<file path="src/rtl/core/rgbhsl_pkg.sv">
// Shared constants, register indexes and types of the RGB to HSL/HSV/HSI unit.
package rgbhsl_pkg;

    localparam int HUE_FRACTION_BITS_DEF = 16;

    // Divider operand width: the hue divisor 6*(max-min) needs 11 bits.
    localparam int DIV_W = 11;

    localparam int CFG_ADDR_W = 2;
    localparam int CFG_DATA_W = 16;

    typedef enum logic [CFG_ADDR_W-1:0] {
        CFG_REF_HUE     = 2'd0,
        CFG_REF_IS_GRAY = 2'd1,
        CFG_HUE_TOL     = 2'd2,
        CFG_UNUSED      = 2'd3
    } t_cfg_idx;

    localparam logic [15:0] HUE_TOL_RESET = 16'd3277;

    // Fields that travel beside the dividers unchanged.
    typedef struct packed {
        logic       gray;
        logic [8:0] lsum;
        logic [9:0] isum;
        logic [7:0] mx;
    } t_side;

endpackage

</file>
<file path="src/rtl/core/rgb_to_hsl_hsv_hsi_with_hue_match_unit.sv">
// Top level of the RGB to HSL/HSV/HSI converter with hue match.
//
// Pixels enter on the slave stream (tdata: red, green, blue, 8 bits each from
// the lowest bit up) and one result leaves on the master stream per pixel.
// Configuration goes through a plain write port: i_cfg_we with register index
// i_cfg_addr (0 reference hue, 1 reference is gray, 2 hue tolerance) and data
// i_cfg_wdata, taken at the clock edge.
// The pipeline runs through the min/max register, the operand register, QW
// stages of the four restoring dividers (one quotient bit per stage), and the
// output register, with QW = max(16, HUE_FRACTION_BITS + 1).
// Throughput is one pixel per clock while the output is not stalled; the divider
// pipeline accepts a new operand set every cycle in which the pipeline advances.
// The whole pipeline advances on one enable: when the output register holds a
// result that is not taken, every stage holds and o_s_axis_tready is low, so
// nothing is lost or repeated.
// A synchronous active-low reset empties the pipeline and sets the registers
// to reference hue 0, colored reference and tolerance 3277.
module rgb_to_hsl_hsv_hsi_with_hue_match_unit
    import rgbhsl_pkg::*;
#(
    parameter int HUE_FRACTION_BITS = HUE_FRACTION_BITS_DEF
) (
    input  logic                  i_clk,
    input  logic                  i_rst_n,
    input  logic                  i_s_axis_tvalid,
    output logic                  o_s_axis_tready,
    // red [7:0], green [15:8], blue [23:16]
    input  logic [23:0]           i_s_axis_tdata,
    output logic                  o_m_axis_tvalid,
    input  logic                  i_m_axis_tready,
    // is_gray [0], hue [16:1], hsl_saturation [32:17], lightness_sum [41:33],
    // hsi_saturation [57:42], intensity_sum [67:58], hsv_saturation [83:68],
    // hsv_value [91:84], hue_match [92], zero [95:93]
    output logic [95:0]           o_m_axis_tdata,
    input  logic                  i_cfg_we,
    input  logic [CFG_ADDR_W-1:0] i_cfg_addr,
    input  logic [CFG_DATA_W-1:0] i_cfg_wdata
);

    localparam int H  = HUE_FRACTION_BITS;
    localparam int QW = (H + 1 > 16) ? H + 1 : 16;
    localparam int EW = ((H > 16) ? H : 16) + 2;
    localparam int NV = QW + 3;

    logic        en;
    logic [NV-1:0] r_vld;

    logic [15:0] r_ref_hue;
    logic        r_ref_gray;
    logic [15:0] r_tol;

    assign en              = !o_m_axis_tvalid || i_m_axis_tready;
    assign o_s_axis_tready = en;
    assign o_m_axis_tvalid = r_vld[NV-1];

    always_ff @(posedge i_clk) begin
        if (!i_rst_n) begin
            r_ref_hue  <= '0;
            r_ref_gray <= 1'b0;
            r_tol      <= HUE_TOL_RESET;
        end else if (i_cfg_we) begin
            case (t_cfg_idx'(i_cfg_addr))
                CFG_REF_HUE:     r_ref_hue  <= i_cfg_wdata;
                CFG_REF_IS_GRAY: r_ref_gray <= i_cfg_wdata[0];
                CFG_HUE_TOL:     r_tol      <= i_cfg_wdata;
                default: ;
            endcase
        end
    end

    always_ff @(posedge i_clk) begin
        if (!i_rst_n) begin
            r_vld <= '0;
        end else if (en) begin
            r_vld <= {r_vld[NV-2:0], i_s_axis_tvalid};
        end
    end

    // Stage 1: max, min, sum and hue sector.
    logic [7:0] in_r, in_g, in_b, n_mx, n_mn;
    logic       n_rsec, n_gsec;
    logic [7:0] r1_r, r1_g, r1_b, r1_mx, r1_mn;
    logic [9:0] r1_sum;
    logic       r1_rsec, r1_gsec;

    assign in_r = i_s_axis_tdata[7:0];
    assign in_g = i_s_axis_tdata[15:8];
    assign in_b = i_s_axis_tdata[23:16];

    always_comb begin
        n_mx = in_r;
        n_mn = in_r;
        if (in_g > n_mx) n_mx = in_g;
        if (in_b > n_mx) n_mx = in_b;
        if (in_g < n_mn) n_mn = in_g;
        if (in_b < n_mn) n_mn = in_b;
        n_rsec = (in_r == n_mx);
        n_gsec = !n_rsec && (in_g == n_mx);
    end

    always_ff @(posedge i_clk) begin
        if (en) begin
            r1_r    <= in_r;
            r1_g    <= in_g;
            r1_b    <= in_b;
            r1_mx   <= n_mx;
            r1_mn   <= n_mn;
            r1_sum  <= 10'(in_r) + 10'(in_g) + 10'(in_b);
            r1_rsec <= n_rsec;
            r1_gsec <= n_gsec;
        end
    end

    // Stage 2: divider operands.
    logic [7:0]       d;
    logic [8:0]       lsum;
    logic [DIV_W-1:0] n_hnum, n_hden, n_lden;
    logic [DIV_W-1:0] r2_hnum, r2_hden, r2_lnum, r2_lden, r2_inum, r2_iden, r2_vden;
    t_side            r2_side;

    assign d    = r1_mx - r1_mn;
    assign lsum = 9'(r1_mx) + 9'(r1_mn);

    always_comb begin
        n_hden = 11'(d) * 11'd6;
        if (r1_rsec) begin
            if (r1_g >= r1_b) n_hnum = 11'(r1_g) - 11'(r1_b);
            else              n_hnum = n_hden + 11'(r1_g) - 11'(r1_b);
        end else if (r1_gsec) begin
            n_hnum = 11'(r1_b) + {2'b0, d, 1'b0} - 11'(r1_r);
        end else begin
            n_hnum = 11'(r1_r) + {1'b0, d, 2'b0} - 11'(r1_g);
        end
        // HSL divides by 2 - max - min in the upper half of lightness.
        if (lsum <= 9'd255) n_lden = 11'(lsum);
        else                n_lden = 11'd510 - 11'(lsum);
    end

    always_ff @(posedge i_clk) begin
        if (en) begin
            r2_hnum      <= n_hnum;
            r2_hden      <= n_hden;
            r2_lnum      <= 11'(d);
            r2_lden      <= n_lden;
            r2_inum      <= 11'(r1_sum) - 11'(r1_mn) * 11'd3;
            r2_iden      <= 11'(r1_sum);
            r2_vden      <= 11'(r1_mx);
            r2_side.gray <= (d == 8'd0);
            r2_side.lsum <= lsum;
            r2_side.isum <= r1_sum;
            r2_side.mx   <= r1_mx;
        end
    end

    // Divider stages.
    logic [QW-1:0] q_hue, q_hsl, q_hsi, q_hsv;

    rgbhsl_div #(.QW(QW), .DW(DIV_W)) u_div_hue (
        .i_clk(i_clk), .i_en(en), .i_num(r2_hnum), .i_den(r2_hden), .o_quo(q_hue)
    );
    rgbhsl_div #(.QW(QW), .DW(DIV_W)) u_div_hsl (
        .i_clk(i_clk), .i_en(en), .i_num(r2_lnum), .i_den(r2_lden), .o_quo(q_hsl)
    );
    rgbhsl_div #(.QW(QW), .DW(DIV_W)) u_div_hsi (
        .i_clk(i_clk), .i_en(en), .i_num(r2_inum), .i_den(r2_iden), .o_quo(q_hsi)
    );
    rgbhsl_div #(.QW(QW), .DW(DIV_W)) u_div_hsv (
        .i_clk(i_clk), .i_en(en), .i_num(r2_vden == '0 ? '0 : r2_lnum),
        .i_den(r2_vden), .o_quo(q_hsv)
    );

    t_side r_side [QW];

    always_ff @(posedge i_clk) begin
        if (en) begin
            r_side[0] <= r2_side;
            for (int k = 1; k < QW; k++) begin
                r_side[k] <= r_side[k-1];
            end
        end
    end

    // Output stage: scaling, gray handling and hue match.
    t_side         sd;
    logic [H-1:0]  hue_full;
    logic [EW-1:0] test, ref_m, tol, turn;
    logic [15:0]   hue_o, hsl_o, hsi_o, hsv_o;
    logic          in_range, match;

    assign sd       = r_side[QW-1];
    assign hue_full = sd.gray ? '0 : q_hue[QW-2 -: H];
    assign test     = EW'(hue_full);
    assign turn     = EW'(1) << H;
    assign ref_m    = EW'(r_ref_hue) & (turn - EW'(1));
    assign tol      = EW'(r_tol);
    assign hue_o    = test[15:0];
    assign hsl_o    = sd.gray ? '0 : q_hsl[QW-1 -: 16];
    assign hsi_o    = sd.gray ? '0 : q_hsi[QW-1 -: 16];
    assign hsv_o    = sd.gray ? '0 : q_hsv[QW-1 -: 16];

    always_comb begin
        if (ref_m < tol) begin
            in_range = (test < ref_m + tol) || (test + tol > turn + ref_m);
        end else if (ref_m + tol > turn) begin
            in_range = (test > ref_m - tol) || (test + turn < ref_m + tol);
        end else begin
            in_range = (test + tol > ref_m) && (test < ref_m + tol);
        end
        if (sd.gray)        match = r_ref_gray;
        else if (r_ref_gray) match = 1'b0;
        else                match = in_range;
    end

    always_ff @(posedge i_clk) begin
        if (en) begin
            o_m_axis_tdata <= {3'b000, match, sd.mx, hsv_o, sd.isum, hsi_o, sd.lsum,
                               hsl_o, hue_o, sd.gray};
        end
    end

endmodule

</file>
<file path="src/rtl/core/rgbhsl_div.sv">
// Pipelined restoring divider, one quotient bit per stage, for a dividend not above the divisor.
module rgbhsl_div
    import rgbhsl_pkg::*;
#(
    parameter int QW = 16,
    parameter int DW = DIV_W
) (
    input  logic          i_clk,
    input  logic          i_en,
    input  logic [DW-1:0] i_num,
    input  logic [DW-1:0] i_den,
    output logic [QW-1:0] o_quo
);

    logic [DW-1:0] r_rem [QW];
    logic [DW-1:0] r_den [QW];
    logic [QW-1:0] r_quo [QW];

    for (genvar k = 0; k < QW; k++) begin : g_stage
        logic [DW-1:0] rem_in;
        logic [DW-1:0] den_in;
        logic [QW-1:0] quo_in;
        logic [DW:0]   t;
        logic [DW:0]   diff;
        logic          qbit;

        if (k == 0) begin : g_first
            // The first step yields the integer bit, so no doubling.
            assign rem_in = i_num;
            assign den_in = i_den;
            assign quo_in = '0;
            assign t      = {1'b0, rem_in};
        end else begin : g_next
            assign rem_in = r_rem[k-1];
            assign den_in = r_den[k-1];
            assign quo_in = r_quo[k-1];
            assign t      = {rem_in, 1'b0};
        end

        assign diff = t - {1'b0, den_in};
        assign qbit = (t >= {1'b0, den_in});

        always_ff @(posedge i_clk) begin
            if (i_en) begin
                r_rem[k] <= qbit ? diff[DW-1:0] : t[DW-1:0];
                r_den[k] <= den_in;
                r_quo[k] <= {quo_in[QW-2:0], qbit};
            end
        end
    end

    assign o_quo = r_quo[QW-1];

endmodule
</file>
<file path="config.mk">
export PLATFORM = sky130hd
export DESIGN_NAME = rgb_to_hsl_hsv_hsi_with_hue_match_unit
export DESIGN_NICKNAME = d
export VERILOG_FILES = /design/src/rtl/core/rgbhsl_pkg.sv /design/src/rtl/core/rgb_to_hsl_hsv_hsi_with_hue_match_unit.sv /design/src/rtl/core/rgbhsl_div.sv
export SDC_FILE = /design/constraint.sdc
export NUM_CORES = 2
export LEC_CHECK = 0
export BUFFER_PORTS_ARGS = -buffer_cell sky130_fd_sc_hd__buf_2
export CORE_ASPECT_RATIO = 2
export CORE_MARGIN = 5
export CORE_UTILIZATION = 58
export CTS_CLUSTER_DIAMETER = 100
export DETAILED_ROUTE_END_ITERATION = 10
export HOLD_SLACK_MARGIN = 0.05
export PLACE_DENSITY = 0.77
export SLEW_MARGIN = 20
export SYNTH_ARGS = -nofsm -noshare
export SYNTH_HDL_FRONTEND = slang
export SYNTH_HIERARCHICAL = 1
export SYNTH_SLANG_ARGS = --single-unit
</file>
<file path="constraint.sdc">
create_clock -name i_clk -period 85.4 [get_ports i_clk]
set_clock_uncertainty 0.15 [all_clocks]
set_input_delay 4.27 -clock i_clk [delete_from_list [all_inputs] [get_ports i_clk]]
set_output_delay 4.27 -clock i_clk [all_outputs]
set_load 0.02 [all_outputs]
</file>
==> run_results.csv <==
group,metric,value,unit
clock_tree,ctsResizeCount,0,
placed_design,placedInstanceArea,137000,sq um
global_route,grt_max_degree,199,
clock_tree,ctsHoldBuffers,0,
worst_setup_path,path_max_fanout,83,
min_path,hold_class,"flop to flop",
timing,fin_crit_sh,0.116,
floorplan,num_io_pins,145,
timing,drv_slew,0,
floorplan,design.die.area,238000,sq um
global_route,grt_overflow,0,
outcome,status,"complete, no violations",
flow_run,max-cap-violations,0,
clock_tree,clock-sinks,2683,
detailed_routing,drc,0,
layout,nFillCells,16500,
clock_tree,cts_max_level,4,
layout,nets,11300,
synth,syn_area,132000,sq um
placed_design,hpwl,197000,microns
layout,areaGrowthSynthToFinish,8.89,%
global_route,antenna_found_initial,1,
worst_setup_path,path_class,"input pin to output pin",
floorplan,rows,248,
detailed_routing,ant_nets,0,
timing,finalSetupTns,0,ns
detailed_routing,drt_iter0_markers,4750,
placed_design,port_buffers,141,
detailed_routing,wirelength,269000,microns
synth,ys_warn_count,6,
clock_tree,cts_tree,"yes",
floorplan,coreArea,228000,sq um
floorplan,die_x,348,microns
worst_setup_path,crit_required,80.98,ns
clock_tree,clock_path_buffers,4,
layout,final_layout_size_suffix_gt1_frac,0.113,
detailed_routing,drt-vias-per-instance,5.84,
worst_setup_path,worstPathArrival,5.50,ns
floorplan,start_util,0.581,
timing,holdWs,0.231,ns
global_route,first_global_vias,82900,
placed_design,gp_congestion,0.958,
synth,synthCells,9915,
timing,rsz0062_at_grt,"no",
worst_setup_path,start_kind,"input pin",
timing,slew-limit-headroom,0.245,
worst_setup_path,end_kind,"output pin",
timing,fmax,0.101,GHz
layout,final_util,0.633,
timing,layout_min_cycle_time,9.92,ns
detailed_routing,wl_per_cell,20.1,microns
layout,multi_input_area,47500,sq um
timing,finalHoldViolations,0,
clock_tree,clkLatencyLatePin,0.89,ns
synth,syn_area_per_cell,13.3,sq um
global_route,grt_usage,0.220,
timing,worstMarginPinSlew,1.13,ns
layout,register_area,80000,sq um
floorplan,die_y,685,microns
global_route,grt_pass1_wl,420000,microns
clock_tree,clk_pin_slew_worst_paths,0.07,ns
clock_tree,post_cts_buffers,0,
layout,fin_area,144000,sq um
detailed_routing,first_pass_iters,8,
clock_tree,cts_made_buffers,225,
timing,finalSetupViolCount,0,
detailed_routing,dr_total_vias,78200,
clock_tree,cts-root-buf,"clkbuf_16",
## flip-flops by register name (all words and copies together), names as in the netlist, 9 cells and up
name             cells
r2_inum             11
r2_hnum             11
r2_lden             10
u_div_hsl/r_den    165
u_div_hsv/r_den    165
r_ref_hue           16
u_div_hue/r_rem    176
u_div_hue/r_quo    136
u_div_hsv/r_quo    152
u_div_hsi/r_den    165
u_div_hsv/r_rem    165
u_div_hsl/r_rem    165
u_div_hue/r_den    176
u_div_hsi/r_quo    152
r1_sum              10
o_m_axis_tdata      93
u_div_hsl/r_quo    152
r2_side             27
r2_hden              9
r_tol               16
u_div_hsi/r_rem    165
r_side             476
r_vld               20
## cell type report
type,instances,area share
inverters,1119,0.0292
well taps,3000,0.0261
multi-input cells,6004,0.330
repair buffers,175,0.00769
flip-flops and latches,2683,0.556
clock buffers,239,0.0397
clock inverters,160,0.0121
diodes,2,0.0000347
## placed cells by master (no fill, tap or decap), types with 50 or more instances in the layout
cell type	count
edfxtp_1	2630
inv_1	1116
ha_1	913
a21oi_1	670
o21ai_0	476
mux2_2	458
nor2_1	452
xnor2_1	392
nand2_1	323
nor2b_1	281
clkbuf_16	227
nor3_1	163
a21o_1	160
buf_2	141
xor2_1	133
fa_1	110
o21a_1	96
nand3_1	91
nand4_1	80
mux2i_1	77
o22ai_1	67
a211oi_1	64
o21bai_1	62
or3_1	62
o2111ai_1	61
nand2b_1	59
o31ai_1	55
a21boi_0	55
dfxtp_1	53
o211ai_1	50
a31oi_1	50
## final timing paths
kind	from	to	slack (ns)	cells after the start
min	u_div_hue/r_quo[0][35]	u_div_hue/r_quo[0][53]	0.23	0
max reg2reg	r_vld[19]	u_div_hsl/r_den[0][21]	78.97	10
min reg2reg	u_div_hue/r_quo[0][35]	u_div_hue/r_quo[0][53]	0.23	0
max	i_m_axis_tready	o_s_axis_tready	75.48	5
## layer usage
layer,vias up,GRT usage,part of all wire
li1,37200,-,-
met4,0,0.161,0.086
met3,969,0.0239,0.028
met2,1890,0.455,0.58
met5,-,0,0
met1,38100,0.184,0.31
## stage by stage
| stage | worst slack, ns | cells |
|---|---|---|
| 2_1_floorplan | 5.32 | 9939 |
| 3_3_place_gp | 74.86 | 13000 |
| 3_5_place_dp | 74.70 | 13000 |
| 4_1_cts | 75.50 | 13400 |
| 5_1_grt | 75.41 | 13400 |
| 6_report | 75.48 | 13400 |
## worst max-delay path: stages
cell and delay, ns:
buf_2 0.07, nor2b_1 0.03, buf_4 0.21, inv_8 0.40, buf_2 0.40
Power is not shown: default switching activity piles up to over one toggle a cycle in this logic, so the estimate is an artifact.
